===== src/rtpp_pkg.sv =====
// shared types and constants of the rtp packetizer
// used by every module of the block; no dependencies
package rtpp_pkg;

  // configuration register indexes
  localparam int unsigned CfgIdxW = 2;
  localparam logic [CfgIdxW-1:0] CFG_SOURCE_ID      = 2'd0;
  localparam logic [CfgIdxW-1:0] CFG_PAYLOAD_TYPE   = 2'd1;
  localparam logic [CfgIdxW-1:0] CFG_MAX_PAYLOAD    = 2'd2;
  localparam logic [CfgIdxW-1:0] CFG_FIRST_SEQUENCE = 2'd3;

  // register reset values
  localparam logic [31:0] SOURCE_ID_RST      = 32'd0;
  localparam logic [6:0]  PAYLOAD_TYPE_RST   = 7'd96;
  localparam logic [11:0] MAX_PAYLOAD_RST    = 12'd1400;
  localparam logic [15:0] FIRST_SEQUENCE_RST = 16'd0;

  // rtp header
  localparam logic [7:0] RTP_VERSION_BYTE = 8'h80;
  localparam int unsigned HdrLen  = 12;
  localparam int unsigned HdrIdxW = $clog2(HdrLen + 1);

  // queue between front and back
  localparam int unsigned FifoDepth = 4;
  localparam int unsigned FifoPtrW  = $clog2(FifoDepth);
  localparam int unsigned FifoCntW  = $clog2(FifoDepth + 1);

  // one classified payload byte
  typedef struct packed {
    logic [7:0]  data;
    logic        sop;        // first byte of a packet, header goes before it
    logic        pend;       // last byte of a packet
    logic [15:0] seq;        // sequence number of its packet
    logic [31:0] ts;         // timestamp of the byte's frame
  } rtpp_item_t;

endpackage


===== src/rtpp_front.sv =====
// front part: accepts payload bytes, tracks packet fill and sequence number
// depends on rtpp_pkg
module rtpp_front (
  input  logic                clk_i,
  input  logic                rst_ni,
  input  logic                in_valid_i,
  output logic                in_ready_o,
  input  logic [7:0]          in_data_i,
  input  logic                in_last_i,
  input  logic [31:0]         in_ts_i,
  input  logic [11:0]         max_payload_i,
  input  logic                seq_load_i,
  input  logic [15:0]         seq_value_i,
  output logic                push_o,
  output rtpp_pkg::rtpp_item_t push_item_o,
  input  logic                full_i
);
  import rtpp_pkg::*;

  logic [11:0] bip_q, bip_d;
  logic [15:0] seq_q, seq_d;
  logic [11:0] bip_inc;
  logic [11:0] limit;
  logic        pend;
  logic        accept;

  assign in_ready_o = !full_i;
  assign accept     = in_valid_i && !full_i;

  // packet end: frame end or byte count reaching the limit
  assign limit   = (max_payload_i == 12'd0) ? 12'd1 : max_payload_i;
  assign bip_inc = bip_q + 12'd1;
  assign pend    = in_last_i || (bip_inc >= limit);

  assign push_o           = accept;
  assign push_item_o.data = in_data_i;
  assign push_item_o.sop  = (bip_q == 12'd0);
  assign push_item_o.pend = pend;
  assign push_item_o.seq  = seq_q;
  assign push_item_o.ts   = in_ts_i;

  // next packet state
  always_comb begin
    bip_d = bip_q;
    seq_d = seq_q;
    if (seq_load_i) begin
      seq_d = seq_value_i;
    end else if (accept) begin
      if (pend) begin
        bip_d = 12'd0;
        seq_d = seq_q + 16'd1;
      end else begin
        bip_d = bip_inc;
      end
    end
  end

  always_ff @(posedge clk_i or negedge rst_ni) begin
    if (!rst_ni) begin
      bip_q <= 12'd0;
      seq_q <= FIRST_SEQUENCE_RST;
    end else begin
      bip_q <= bip_d;
      seq_q <= seq_d;
    end
  end

endmodule


===== src/rtpp_fifo.sv =====
// short queue of classified bytes between front and back
// depends on rtpp_pkg
module rtpp_fifo (
  input  logic                 clk_i,
  input  logic                 rst_ni,
  input  logic                 push_i,
  input  rtpp_pkg::rtpp_item_t push_item_i,
  output logic                 full_o,
  input  logic                 pop_i,
  output logic                 empty_o,
  output rtpp_pkg::rtpp_item_t head_o
);
  import rtpp_pkg::*;

  rtpp_item_t            mem_q [FifoDepth];
  logic [FifoPtrW-1:0]   wr_ptr_q, rd_ptr_q;
  logic [FifoCntW-1:0]   cnt_q, cnt_d;

  assign full_o  = (cnt_q == FifoCntW'(FifoDepth));
  assign empty_o = (cnt_q == '0);
  assign head_o  = mem_q[rd_ptr_q];

  // occupancy
  always_comb begin
    cnt_d = cnt_q;
    if (push_i && !pop_i) cnt_d = cnt_q + 1'b1;
    else if (!push_i && pop_i) cnt_d = cnt_q - 1'b1;
  end

  always_ff @(posedge clk_i or negedge rst_ni) begin
    if (!rst_ni) begin
      wr_ptr_q <= '0;
      rd_ptr_q <= '0;
      cnt_q    <= '0;
    end else begin
      cnt_q <= cnt_d;
      if (push_i) wr_ptr_q <= wr_ptr_q + 1'b1;
      if (pop_i)  rd_ptr_q <= rd_ptr_q + 1'b1;
    end
  end

  // storage
  always_ff @(posedge clk_i) begin
    if (push_i) mem_q[wr_ptr_q] <= push_item_i;
  end

endmodule


===== src/rtpp_back.sv =====
// back part: emits the payload byte of each queued item, with the rtp header before a packet's first item
// depends on rtpp_pkg
module rtpp_back (
  input  logic                 clk_i,
  input  logic                 rst_ni,
  input  logic                 empty_i,
  input  rtpp_pkg::rtpp_item_t head_i,
  output logic                 pop_o,
  input  logic [31:0]          source_id_i,
  input  logic [6:0]           payload_type_i,
  output logic                 out_valid_o,
  input  logic                 out_ready_i,
  output logic [7:0]           out_byte_o,
  output logic                 out_is_header_o,
  output logic                 out_packet_end_o,
  output logic                 out_run_end_o
);
  import rtpp_pkg::*;

  logic [HdrIdxW-1:0] hidx_q, hidx_d;
  logic               valid_q, valid_d;
  logic [7:0]         byte_q, byte_d;
  logic               hdr_q, hdr_d;
  logic               pend_q, pend_d;
  logic               rend_q, rend_d;
  logic               load;
  logic               in_hdr;
  logic [7:0]         hdr_byte;

  // output register can take a new transaction
  assign load   = !empty_i && (!valid_q || out_ready_i);
  assign in_hdr = head_i.sop && (hidx_q < HdrIdxW'(HdrLen));
  assign pop_o  = load && !in_hdr;

  // header byte for the current position
  always_comb begin
    unique case (hidx_q)
      4'd0:    hdr_byte = RTP_VERSION_BYTE;
      4'd1:    hdr_byte = {1'b0, payload_type_i};
      4'd2:    hdr_byte = head_i.seq[15:8];
      4'd3:    hdr_byte = head_i.seq[7:0];
      4'd4:    hdr_byte = head_i.ts[31:24];
      4'd5:    hdr_byte = head_i.ts[23:16];
      4'd6:    hdr_byte = head_i.ts[15:8];
      4'd7:    hdr_byte = head_i.ts[7:0];
      4'd8:    hdr_byte = source_id_i[31:24];
      4'd9:    hdr_byte = source_id_i[23:16];
      4'd10:   hdr_byte = source_id_i[15:8];
      4'd11:   hdr_byte = source_id_i[7:0];
      default: hdr_byte = 8'd0;
    endcase
  end

  // next output and header position
  always_comb begin
    hidx_d  = hidx_q;
    valid_d = valid_q;
    byte_d  = byte_q;
    hdr_d   = hdr_q;
    pend_d  = pend_q;
    rend_d  = rend_q;
    if (valid_q && out_ready_i) valid_d = 1'b0;
    if (load) begin
      valid_d = 1'b1;
      if (in_hdr) begin
        byte_d = hdr_byte;
        hdr_d  = 1'b1;
        pend_d = 1'b0;
        rend_d = 1'b0;
        hidx_d = hidx_q + 1'b1;
      end else begin
        byte_d = head_i.data;
        hdr_d  = 1'b0;
        pend_d = head_i.pend;
        rend_d = 1'b1;
        hidx_d = '0;
      end
    end
  end

  always_ff @(posedge clk_i or negedge rst_ni) begin
    if (!rst_ni) begin
      hidx_q  <= '0;
      valid_q <= 1'b0;
    end else begin
      hidx_q  <= hidx_d;
      valid_q <= valid_d;
    end
  end

  always_ff @(posedge clk_i) begin
    byte_q <= byte_d;
    hdr_q  <= hdr_d;
    pend_q <= pend_d;
    rend_q <= rend_d;
  end

  assign out_valid_o      = valid_q;
  assign out_byte_o       = byte_q;
  assign out_is_header_o  = hdr_q;
  assign out_packet_end_o = pend_q;
  assign out_run_end_o    = rend_q;

`ifndef SYNTHESIS
  // header position never runs past the header
  assert property (@(posedge clk_i) disable iff (!rst_ni)
    hidx_q <= HdrIdxW'(HdrLen))
    else $error("header position out of range");

  // a header byte never closes a run or a packet
  assert property (@(posedge clk_i) disable iff (!rst_ni)
    valid_q && hdr_q |-> !rend_q && !pend_q)
    else $error("header byte marked as run or packet end");

  // the last header byte is followed by the payload byte of the same item
  assert property (@(posedge clk_i) disable iff (!rst_ni)
    load && in_hdr && hidx_q == HdrIdxW'(HdrLen - 1) |=> hidx_q == HdrIdxW'(HdrLen))
    else $error("header sequence broken");

  // an item leaves the queue only after its header is complete
  assert property (@(posedge clk_i) disable iff (!rst_ni)
    pop_o && head_i.sop |-> hidx_q == HdrIdxW'(HdrLen))
    else $error("payload byte popped before full header");
`endif

endmodule


===== src/rtp_packetizer_core.sv =====
// top level of the rtp packetizer: configuration registers, front, queue, back
// depends on rtpp_pkg, rtpp_front, rtpp_fifo, rtpp_back
// path: an accepted byte is registered in the queue, then in the output register, before it appears at the output
// throughput: 1 byte per cycle within a packet while m_axis_tready is high and bytes are queued; a packet's
//   first byte follows the 12 header bytes on the single output byte lane
// reset: async active low; registers take their defaults, counters clear, queue empties
module rtp_packetizer_core (
  input  logic        clk_i,
  input  logic        rst_ni,
  // configuration write channel
  input  logic        cfg_valid_i,
  output logic        cfg_ready_o,
  input  logic [1:0]  cfg_index_i,
  input  logic [31:0] cfg_data_i,
  // input stream
  input  logic        s_axis_tvalid,
  output logic        s_axis_tready,
  input  logic [39:0] s_axis_tdata,   // [7:0] payload_byte, [39:8] frame_time
  input  logic        s_axis_tlast,   // frame_end
  // output stream
  output logic        m_axis_tvalid,
  input  logic        m_axis_tready,
  output logic [7:0]  m_axis_tdata,   // [7:0] out_byte
  output logic [1:0]  m_axis_tuser,   // [0] is_header, [1] packet_end
  output logic        m_axis_tlast    // run_end
);
  import rtpp_pkg::*;

  logic [31:0] source_id_q;
  logic [6:0]  payload_type_q;
  logic [11:0] max_payload_q;
  logic        seq_load;
  logic        cfg_we;
  logic        push, full, pop, empty;
  rtpp_item_t  push_item, head;

  assign cfg_ready_o = 1'b1;
  assign cfg_we      = cfg_valid_i;
  assign seq_load    = cfg_we && (cfg_index_i == CFG_FIRST_SEQUENCE);

  // configuration registers
  always_ff @(posedge clk_i or negedge rst_ni) begin
    if (!rst_ni) begin
      source_id_q    <= SOURCE_ID_RST;
      payload_type_q <= PAYLOAD_TYPE_RST;
      max_payload_q  <= MAX_PAYLOAD_RST;
    end else if (cfg_we) begin
      unique case (cfg_index_i)
        CFG_SOURCE_ID:      source_id_q    <= cfg_data_i;
        CFG_PAYLOAD_TYPE:   payload_type_q <= cfg_data_i[6:0];
        CFG_MAX_PAYLOAD:    max_payload_q  <= cfg_data_i[11:0];
        CFG_FIRST_SEQUENCE: ;
        default: ;
      endcase
    end
  end

  rtpp_front u_front (
    .clk_i         (clk_i),
    .rst_ni        (rst_ni),
    .in_valid_i    (s_axis_tvalid),
    .in_ready_o    (s_axis_tready),
    .in_data_i     (s_axis_tdata[7:0]),
    .in_last_i     (s_axis_tlast),
    .in_ts_i       (s_axis_tdata[39:8]),
    .max_payload_i (max_payload_q),
    .seq_load_i    (seq_load),
    .seq_value_i   (cfg_data_i[15:0]),
    .push_o        (push),
    .push_item_o   (push_item),
    .full_i        (full)
  );

  rtpp_fifo u_fifo (
    .clk_i       (clk_i),
    .rst_ni      (rst_ni),
    .push_i      (push),
    .push_item_i (push_item),
    .full_o      (full),
    .pop_i       (pop),
    .empty_o     (empty),
    .head_o      (head)
  );

  rtpp_back u_back (
    .clk_i            (clk_i),
    .rst_ni           (rst_ni),
    .empty_i          (empty),
    .head_i           (head),
    .pop_o            (pop),
    .source_id_i      (source_id_q),
    .payload_type_i   (payload_type_q),
    .out_valid_o      (m_axis_tvalid),
    .out_ready_i      (m_axis_tready),
    .out_byte_o       (m_axis_tdata),
    .out_is_header_o  (m_axis_tuser[0]),
    .out_packet_end_o (m_axis_tuser[1]),
    .out_run_end_o    (m_axis_tlast)
  );

endmodule

===== config.mk =====
export PLATFORM = sky130hd
export DESIGN_NAME = rtp_packetizer_core
export DESIGN_NICKNAME = d
export VERILOG_FILES = /design/src/rtpp_pkg.sv /design/src/rtpp_front.sv /design/src/rtpp_fifo.sv /design/src/rtpp_back.sv /design/src/rtp_packetizer_core.sv
export SDC_FILE = /design/constraint.sdc
export NUM_CORES = 1
export LEC_CHECK = 0
export BUFFER_PORTS_ARGS = -buffer_cell sky130_fd_sc_hd__buf_4
export CORE_ASPECT_RATIO = 0.6
export CORE_MARGIN = 5
export CORE_UTILIZATION = 30
export CTS_BUF_LIST = sky130_fd_sc_hd__clkbuf_16
export DETAILED_ROUTE_END_ITERATION = 6
export GPL_ROUTABILITY_DRIVEN = 0
export SYNTH_ARGS = -nofsm -noshare
export SYNTH_HDL_FRONTEND = slang
export SYNTH_SLANG_ARGS = --single-unit

===== constraint.sdc =====
create_clock -name clk_i -period 5.75 [get_ports clk_i]
set_clock_uncertainty 0.15 [all_clocks]
set_input_delay 1.15 -clock clk_i [delete_from_list [all_inputs] [get_ports clk_i]]
set_output_delay 1.15 -clock clk_i [all_outputs]
set_load 0.01 [all_outputs]

==> results.json, run 1 <==
{
  "status": "complete, no violations",
  "cts_hold_buf": 0,
  "dr.pass1.iters": 7,
  "fill_cells": 4424,
  "slowest_delay_ns": 0.56,
  "grt_first_pass_wirelength_mm": 51.6,
  "hp-class": "reg2reg",
  "synth_edf_count": 243,
  "cts_setup_buffers": 0,
  "cts_max_level": 2,
  "ctsLongestPathBuffers": 3,
  "grt_max_degree": 59,
  "critical_path.most_common_cell": "and3_1",
  "cts_tree": "done",
  "synthToLayoutAreaGrowth_pct": 17.7,
  "max-cap-violations": 0,
  "pwr-share-clk": 0.277,
  "ys_seq_elements": 334,
  "diodes": 0,
  "tightest_slew_ns": 0.926,
  "finalSetupTns_ns": 0,
  "fmax_ghz": 0.258,
  "cpLargestDelayFamily": "simple AND/OR/NAND/NOR gates",
  "rsz0062_at_grt": "false",
  "yosysWarnings": 0,
  "io_buffers": 92,
  "synth_fp_nets": 964,
  "initial_utilization": 0.303,
  "postPlaceCellArea_um2": 15400,
  "post-place-cells": 1548,
  "final_cells": 1609,
  "num_rows": 61,
  "cts_resized": 0,
  "clkSlewWorstSetupHoldPaths_ns": 0.06,
  "wl_per_cell_um": 21.1,
  "holdPathEnd": "source_id_q[16]",
  "period_share": 0.675,
  "worstPathMaxFanout": 20,
  "timing.hold.ws_ns": 0.354,
  "hold_violations": 0,
  "synth-main-ff-cell": "edfxtp_1",
  "drv_slew": 0,
  "r2r_setup_slack_ns": 1.87,
  "hpwlAfterDp_mm": 22.7,
  "peakVddDrop_mv": 0.226,
  "drtIter0Drc": 644,
  "numCtsBuffers": 34,
  "synth-seq-area-share": 0.682,
  "synth_top_area_frac": 0.520,
  "end_kind": "flop",
  "p_int_uw": 5400,
  "wl_mm": 34.0,
  "cts_root_buf": "clkbuf_16",
  "r2r-end": "u_front.seq_q[14]",
  "p_sw_frac": 0.306,
  "syn-cell-area_um2": 14000,
  "arrival_ns": 4.16,
  "grt_pass1_vias": 8199,
  "hold_path_depth": 1,
  "track_usage": 0.132,
  "worst-setup-path-type": "reg2reg",
  "slowest_stage": "or4_1",
  "relSlewSlack": 0.383,
  "final_area_um2": 16500,
  "p_leak_uw": 0.00593,
  "setup_viol": 0,
  "core-area_um2": 46300,
  "min-delay-start": "source_id_q[16]",
  "ys_types": 55,
  "reg2reg_from": "u_front.bip_q[2]",
  "p_comb_frac": 0.267,
  "drc": 0,
  "critical_path_required_ns": 6.03,
  "synthTopCellsByArea": "edfxtp_1, dfrtp_1, mux4_2",
  "clk_latency_ns": 0.52,
  "crit_start": "u_front.bip_q[2]",
  "antenna_left": 0,
  "grt-ovfl-total": 0,
  "synth.largest_area_cell": "edfxtp_1",
  "num_vias": 7893,
  "nets": 1059,
  "synth_area_per_cell_um2": 16.3,
  "period_needed_ns": 3.88,
  "die-height_um": 178,
  "viasPerCell": 4.91,
  "start_kind": "flop",
  "clkSinkCount": 334,
  "cp_cell_sequence": "and3_1, and3_1, and4_1, xor2_1, ha_1, nand4_1, a211o_1, or3_1, a31o_1, or4_1, a31oi_1",
  "ios": 94,
  "reg2regPathDepth": 11,
  "die_area_um2": 51400,
  "netlist_instances": 859,
  "cp_num_buf_inv": 0,
  "seq_power_share": 0.456,
  "antenna_found_initial": 3,
  "final_util": 0.357,
  "power_density_nw_per_um2": 471,
  "synthArstFlopShare": 0.272,
  "p_sw_uw": 2380,
  "drive_gt1_frac": 0.298,
  "dieWidth_um": 289
}
[flip-flops by register name (all words and copies together) (netlist names)]
signal / cells
u_fifo.mem_q: 232
source_id_q: 32
u_front.seq_q: 16
max_payload_q: 12
u_front.bip_q: 12
u_back.out_byte_o: 8
payload_type_q: 7
u_back.hidx_q: 4
u_fifo.cnt_q: 3
u_fifo.rd_ptr_q: 2
u_fifo.wr_ptr_q: 2
u_back.out_is_header_o: 1
u_back.out_packet_end_o: 1
u_back.out_run_end_o: 1
u_back.out_valid_o: 1
[synthesized netlist by cell type (all sizes together) (9+ instances only)]
cell	n
mux2i	11
nand2	52
o21ai	24
inv	26
edfxtp	243
a22oi	13
buf	17
dfrtp	83
nor2b	9
nand3	22
ha	24
clkbuf	31
a31oi	15
mux4	58
xnor2	11
nor2	28
mux2	60
a21oi	20
[cell families (layout without fill, tap and decap cells)]
group	Yosys count	in the layout	synth area share
compound gates	118	118	0.0562
fa+ha+maj	25	25	0.0228
simple gates	160	160	0.0561
buf+inv	74	194	0.0219
other cells	1	1	0.000267
xor+xnor	18	18	0.0112
flops	334	334	0.682
mux	129	129	0.149
[power by group through the flow]
stage / clock network, µW / registers (µW) / logic [µW]
2_1_floorplan: 0 / 3450 / 1470
3_3_place_gp: 0 / 3590 / 2090
3_5_place_dp: 0 / 3610 / 2110
4_1_cts: 2220 / 3570 / 2120
5_1_grt: 2330 / 3620 / 2260
6_report: 2150 / 3550 / 2080
[cell type report]
type | count | area (µm²) | share of cell area
well taps | 630 | 788 | 0.0477
clock buffers | 35 | 876 | 0.0530
inverters | 26 | 97.6 | 0.00590
repair buffers | 107 | 803 | 0.0486
multi-input cells | 451 | 4170 | 0.252
clock inverters | 26 | 209 | 0.0126
flip-flops and latches | 334 | 9590 | 0.580
[cells in the final DEF, fill, tap and decap left out, types with 5 or more instances in the layout]
master	count
or3_1	7
a22oi_1	13
clkbuf_16	35
o22a_1	5
a31oi_1	15
ha_1	24
mux2_2	60
clkinv_1	5
xor2_1	7
clkinv_2	8
o21ai_0	24
inv_1	32
mux2i_1	11
xnor2_1	11
o22ai_1	8
or4_1	5
and3_1	5
nor3_1	8
a21oi_1	19
nor2b_1	9
mux4_2	58
nand2_1	52
a222oi_1	7
edfxtp_1	243
o31ai_1	5
nand3_1	22
buf_4	107
dfstp_2	8
dfrtp_1	81
nor2_1	28
[how the worst max path moves through the flow]
| stage | to | slack (ns) | depth (start not counted) |
|---|---|---|---|
| after floorplan | u_fifo.mem_q[0][0] | 2.20 | 4 |
| after global placement | u_front.seq_q[9] | 2.01 | 11 |
| after detailed placement | u_front.seq_q[9] | 1.96 | 11 |
| after CTS | u_front.seq_q[14] | 1.93 | 11 |
| after global routing | u_front.bip_q[0] | 1.63 | 12 |
| final | u_front.seq_q[14] | 1.87 | 11 |
[per-stage QoR]
step / setup slack, ns / total power (µW)
after detailed placement: 1.96 / 5730
final: 1.87 / 7790
after global placement: 2.01 / 5680
after CTS: 1.93 / 7910
after global routing: 1.63 / 8210
after floorplan: 2.20 / 4920
[worst register-to-register path, cell delays in order, from the launching register on]
cell,delay (ns)
dfrtp_1,0.45
and3_1,0.24
and3_1,0.26
and4_1,0.23
xor2_1,0.15
ha_1,0.32
nand4_1,0.15
a211o_1,0.27
or3_1,0.37
a31o_1,0.47
or4_1,0.56
a31oi_1,0.17
[layer usage]
metal	global-route usage	part of all wire	vias to the layer above
met2	0.198	0.45	193
met1	0.192	0.47	4097
met4	0.0346	0.022	4
met3	0.0329	0.059	49
li1	-	-	3550
met5	0	0.00062	-
(Power assumes the default switching activity.)
==> inputs of run 2 (changes only) <==
==> constraint.sdc (replaced) <==
create_clock -name clk_i -period 3.1 [get_ports clk_i]
set_clock_uncertainty 0.15 [all_clocks]
set_input_delay 0.62 -clock clk_i [delete_from_list [all_inputs] [get_ports clk_i]]
set_output_delay 0.62 -clock clk_i [all_outputs]
set_load 0.01 [all_outputs]
==> run 2 against run 1 <==
Compared with the run above: the run now ends with setup timing left; via count rose by 3.6%; critical endpoint unchanged; fmax rose by 15%; largest power group unchanged; routed wire length rose by 2.0%; highest routed layer unchanged; first-iteration DRC count rose by 29%.
==> results.json, run 2 (synthesis gave the netlist of run 1 again) <==
{
  "viasPerCell": 4.89,
  "synthToLayoutAreaGrowth_pct": 23.6,
  "worst-setup-path-type": "reg2reg",
  "fin_ws_ns": -0.269,
  "grt_pass1_vias": 8290,
  "wl_mm": 34.6,
  "seq_power_share": 0.437,
  "p_leak_uw": 0.00630,
  "clkSinkCount": 334,
  "drc": 0,
  "holdPathEnd": "u_fifo.mem_q[0][10]",
  "initial_utilization": 0.303,
  "ctsLongestPathBuffers": 3,
  "timing.hold.ws_ns": 0.151,
  "drive_gt1_frac": 0.377,
  "regMostFlops": "u_fifo.mem_q",
  "grt_max_degree": 59,
  "dr.pass1.iters": 6,
  "diodes": 0,
  "hold_violations": 0,
  "p_comb_frac": 0.300,
  "antenna_left": 0,
  "arrival_ns": 3.66,
  "nets": 1123,
  "ios": 94,
  "hold_path_depth": 1,
  "numCtsBuffers": 34,
  "hpwlAfterDp_mm": 23.2,
  "num_vias": 8174,
  "period_share": 1.09,
  "largest_registers": "u_fifo.mem_q: 232 flops, source_id_q: 32 flops, u_front.seq_q: 16 flops",
  "dieWidth_um": 289,
  "reg2reg_from": "u_front.bip_q[2]",
  "p_int_uw": 10100,
  "end_kind": "flop",
  "grt_first_pass_wirelength_mm": 52.5,
  "grt-ovfl-total": 0,
  "r2r-end": "u_front.seq_q[14]",
  "cts_root_buf": "clkbuf_16",
  "critical_path_required_ns": 3.40,
  "total_power_uw": 14700,
  "status": "complete, but fails checks",
  "start_kind": "flop",
  "p_sw_uw": 4590,
  "num_rows": 61,
  "clk_latency_ns": 0.53,
  "relSlewSlack": 0.426,
  "cts_max_level": 2,
  "core-area_um2": 46300,
  "rsz0062_at_grt": "true",
  "violations": "setup timing",
  "drv_slew": 0,
  "cts_tree": "done",
  "period_needed_ns": 3.37,
  "worstPathMaxFanout": 6,
  "die_area_um2": 51400,
  "drtIter0Drc": 831,
  "io_buffers": 92,
  "pwr-share-clk": 0.263,
  "final_cell_mix": "edfxtp_1, buf_4, dfrtp_1",
  "die-height_um": 178,
  "wl_per_cell_um": 20.7,
  "final_common_cell": "edfxtp_1",
  "peakVddDrop_mv": 0.431,
  "hp-class": "in2reg",
  "fmax_ghz": 0.297,
  "setup_viol": 28,
  "largest_reg_flops": 232,
  "tightest_slew_ns": 0.860,
  "antenna_found_initial": 1,
  "min-delay-start": "s_axis_tdata[18]",
  "power_density_nw_per_um2": 848,
  "p_sw_frac": 0.311,
  "max-cap-violations": 0,
  "track_usage": 0.134,
  "reg2regPathDepth": 12,
  "clkSlewWorstSetupHoldPaths_ns": 0.07,
  "r2r_setup_slack_ns": -0.27
}
-- run 2: cell count changes in the layout (fill, tap and decap cells not counted), moves of 5 or more --
cell	change
buf_6	+9
o21ai_0	-6
nand3_1	-6
buf_4	+46
nand2_1	-5
buf_12	+7
nand2_2	+5
-- run 2: per-stage QoR --
stage	instance area, µm²	util	cells	setup TNS [ns]	setup WS (ns)
6_report	17400	0.375	1673	-3.42	-0.269
5_1_grt	17400	0.375	1673	-7.31	-0.428
4_1_cts	17200	0.371	1670	-3.60	-0.220
3_5_place_dp	15900	0.344	1599	-8.43	-0.408
2_1_floorplan	14100	-	859	-2.41	-0.244
3_3_place_gp	15900	0.344	1599	-7.55	-0.398
-- run 2: cell type report --
cell class / count / area (µm²)
Timing Repair Buffer: 171 / 1420
Tap cell: 630 / 788
Clock buffer: 35 / 876
Sequential cell: 334 / 9590
Clock inverter: 26 / 153
Fill cell: 4275 / 29000
Multi-Input combinational cell: 451 / 4440
Inverter: 26 / 100
-- run 2: worst max-delay path, stage by stage, from the launching register on --
cell     delay (ns)
dfrtp_1        0.38
and3_4         0.19
and3_4         0.16
and4_1         0.21
xor2_1         0.15
ha_1           0.31
nand4_1        0.16
a211o_1        0.26
or3_4          0.35
a31o_4         0.28
buf_6          0.13
or4_1          0.38
a31oi_1        0.16
-- run 2: layer usage --
metal  vias to the layer above  share of wire  routed length (µm)  global-route usage
li1                       3678              -                   -                   -
met1                      4230           0.47               16200               0.201
met2                       225           0.45               15600               0.202
met3                        39          0.071                2470              0.0341
met4                         2          0.011                 382              0.0200
met5                         -        0.00038                  13                   0
-- run 2: timing repair --
item | in CTS | in global routing
endpoints found under the hold margin | 29 | 0
hold buffers | 1 | 0
pin swaps | 25 | 24
setup buffers | 9 | 5
endpoints found under the setup margin | 31 | 32
resized for setup | 36 | 35
-- run 2: worst max-delay path by stage --
stage	start	endpoint	slack, ns	cells past startpoint
after floorplan	u_front.bip_q[2]	u_front.seq_q[5]	-0.24	13
after global placement	u_front.bip_q[4]	u_front.seq_q[11]	-0.40	13
after detailed placement	u_front.bip_q[4]	u_front.seq_q[11]	-0.41	13
after CTS	u_front.bip_q[3]	u_front.seq_q[12]	-0.22	12
after global routing	u_front.bip_q[2]	u_front.seq_q[14]	-0.43	12
final	u_front.bip_q[2]	u_front.seq_q[14]	-0.27	12
-- run 2: power groups by stage --
stage / clock network (µW) / registers (µW) / logic [µW]
after floorplan: 0 / 6400 / 2740
after global placement: 0 / 6480 / 4330
after detailed placement: 0 / 6530 / 4380
after CTS: 3960 / 6440 / 4450
after global routing: 4160 / 6520 / 4830
final: 3870 / 6440 / 4420
==> inputs of run 3 (changes only) <==
--- a/config.mk
+++ b/config.mk
@@ -14,4 +14,5 @@
 export GPL_ROUTABILITY_DRIVEN = 0
 export SYNTH_ARGS = -nofsm -noshare
 export SYNTH_HDL_FRONTEND = slang
+export SYNTH_HIERARCHICAL = 1
 export SYNTH_SLANG_ARGS = --single-unit
==> run 3 against run 2 <==
Compared with the run above: the run still ends with setup timing left; area after synthesis grew 4.0%; global-route usage grew 0.13 points; fmax grew 4.6%; worst hold slack worse by 0.0031 ns; routed wire length grew 6.8%; worst setup slack improved by 0.15 ns; first-iteration DRC count is 3.2% lower; sequential power hardly changed.
==> results.json, run 3 <==
{
  "die-height_um": 181,
  "dr.pass1.iters": 5,
  "fmax_ghz": 0.311,
  "clkSinkCount": 334,
  "grt_pass1_vias": 8332,
  "final_common_cell": "edfxtp_1",
  "wl_mm": 37.0,
  "synthArstFlopShare": 0.272,
  "cts_root_buf": "clkbuf_16",
  "netlist_instances": 904,
  "yosys-top-cells-count": "edfxtp_1, dfrtp_1, mux4_2",
  "violations": "setup timing",
  "final_cells": 1679,
  "viasPerCell": 4.90,
  "fill_cells": 4499,
  "num_rows": 62,
  "end_kind": "flop",
  "grt_first_pass_wirelength_mm": 55.0,
  "tightest_slew_ns": 0.772,
  "peakVddDrop_mv": 0.563,
  "wl_per_cell_um": 22.0,
  "final_cell_mix": "edfxtp_1, buf_4, dfrtp_1",
  "holdPathEnd": "u_fifo/mem_q[1][3]",
  "nets": 1120,
  "num_vias": 8224,
  "r2r-end": "u_front/seq_q[14]",
  "die_area_um2": 53400,
  "synthToLayoutAreaGrowth_pct": 18.6,
  "ios": 94,
  "hpwlAfterDp_mm": 25.1,
  "arrival_ns": 3.52,
  "ys_seq_elements": 334,
  "synthTopCellsByArea": "edfxtp_1, dfrtp_1, mux4_2",
  "numCtsBuffers": 34,
  "relSlewSlack": 0.486,
  "cts_max_level": 2,
  "min-delay-start": "s_axis_tdata[11]",
  "track_usage": 0.136,
  "drtIter0Drc": 804,
  "yosysMostFrequentCell": "edfxtp_1",
  "post-place-cells": 1609,
  "hp-class": "in2reg",
  "max-cap-violations": 0,
  "setup_viol": 21,
  "synth-seq-area-share": 0.656,
  "synth_fp_nets": 1009,
  "power_density_nw_per_um2": 872,
  "synth-main-ff-cell": "edfxtp_1",
  "synth_top_area_frac": 0.500,
  "hold_path_depth": 1,
  "largest_registers": "u_fifo/mem_q: 232 flops, source_id_q: 32 flops, u_front/seq_q: 16 flops",
  "syn-cell-area_um2": 14600,
  "start_kind": "flop",
  "place_ws_ns": -0.246,
  "ctsLongestPathBuffers": 3,
  "dieWidth_um": 295,
  "reg2reg_from": "u_front/bip_q[1]",
  "hold_violations": 0,
  "period_needed_ns": 3.22,
  "rsz0062_at_grt": "true",
  "synth.largest_area_cell": "edfxtp_1",
  "grt-ovfl-total": 0,
  "antenna_found_initial": 4,
  "worst-setup-path-type": "reg2reg",
  "fin_ws_ns": -0.121,
  "yosysWarnings": 6,
  "drv_slew": 0,
  "status": "complete, but fails checks",
  "critical_path_required_ns": 3.40,
  "regMostFlops": "u_fifo/mem_q",
  "clk_latency_ns": 0.53,
  "synth_edf_count": 243,
  "r2r_setup_slack_ns": -0.12,
  "diodes": 0,
  "antenna_left": 0,
  "io_buffers": 92,
  "grt_max_degree": 59,
  "worstPathMaxFanout": 4,
  "p_leak_uw": 0.00629,
  "largest_reg_flops": 232,
  "clkSlewWorstSetupHoldPaths_ns": 0.07,
  "drc": 0,
  "initial_utilization": 0.304,
  "synth_area_per_cell_um2": 16.2,
  "core-area_um2": 48000,
  "drive_gt1_frac": 0.355,
  "ys_types": 73,
  "period_share": 1.04,
  "reg2regPathDepth": 12,
  "cts_tree": "done"
}
-- run 3: cell types whose count changed after synthesis, sizes merged, moves of 5 or more --
cell,change
buf,+60
xor2,+11
o22a,-5
or3,-7
o21ai,+13
a31oi,-9
clkbuf,-22
mux2i,-8
nand2,+5
-- run 3: area by class of cell --
class	instances	area, µm²	share of cell area
flip-flops and latches	334	9590	0.554
well taps	640	801	0.0462
multi-input cells	460	4380	0.253
inverters	24	97.6	0.00564
repair inverters	1	6.26	0.000361
repair buffers	160	1320	0.0764
clock buffers	35	876	0.0506
clock inverters	25	244	0.0141
-- run 3: per-stage QoR --
step / hold slack, ns / cell area [µm²] / setup TNS (ns) / total power (µW) / util
3_5_place_dp: 0.336 / 16000 / -1.89 / 11000 / 0.332
2_1_floorplan: 0.174 / 14600 / -0.130 / 9400 / -
6_report: 0.148 / 17300 / -0.905 / 15100 / 0.361
4_1_cts: 0.127 / 17200 / -1.01 / 15200 / 0.358
3_3_place_gp: 0.324 / 16000 / -1.20 / 10900 / 0.332
5_1_grt: 0.134 / 17300 / -4.05 / 15800 / 0.361
-- run 3: timing repair --
item,CTS,global route
endpoints found under the setup margin,21,32
endpoints found under the hold margin,32,0
gates resized for setup,23,29
pin swaps,13,15
buffers inserted,5,3
cloned,1,1
hold buffers,1,0
-- run 3: layer usage --
layer	global-route usage	share of wire	vias to the layer above
met1	0.205	0.47	4211
met4	0.0231	0.011	8
met3	0.0444	0.091	46
met5	0	0.0011	-
li1	-	-	3680
met2	0.193	0.43	279
-- run 3: kinds of logic after synthesis --
logic type | Yosys count | synth area share
other cells | 1 | 0.000257
simple gates | 163 | 0.0573
mux | 117 | 0.135
xor+xnor | 26 | 0.0156
buf+inv | 110 | 0.0543
flops | 334 | 0.656
fa+ha+maj | 25 | 0.0219
compound gates | 128 | 0.0599
-- run 3: power breakdown --
group | internal (µW) | total, µW | switching, µW
Combinational | 1950 | 4450 | 2490
Sequential | 5980 | 6470 | 492
Clock | 2470 | 4180 | 1710
-- run 3: how the worst max path moves through the flow --
stage / start / slack (ns) / to / depth (start not counted)
finish: u_front/bip_q[1] / -0.12 / u_front/seq_q[14] / 12
global route: u_front/bip_q[1] / -0.25 / u_front/seq_q[14] / 12
CTS: u_front/bip_q[1] / -0.14 / u_front/seq_q[14] / 12
detailed placement: u_front/bip_q[1] / -0.25 / u_front/bip_q[0] / 14
global placement: u_front/bip_q[1] / -0.19 / u_front/bip_q[0] / 14
floorplan: u_front/bip_q[0] / -0.13 / u_front/seq_q[14] / 13
-- run 3: critical path, cell delays in order (launching register included) --
cell and delay, ns:
dfrtp_1 0.37, ha_2 0.18, and4_1 0.19, and4_4 0.25, nand3_2 0.10, xnor2_2 0.16
ha_1 0.32, nand4_1 0.13, or2_4 0.27, o41ai_4 0.28, nor2_2 0.11, or4_1 0.52
a31oi_1 0.14
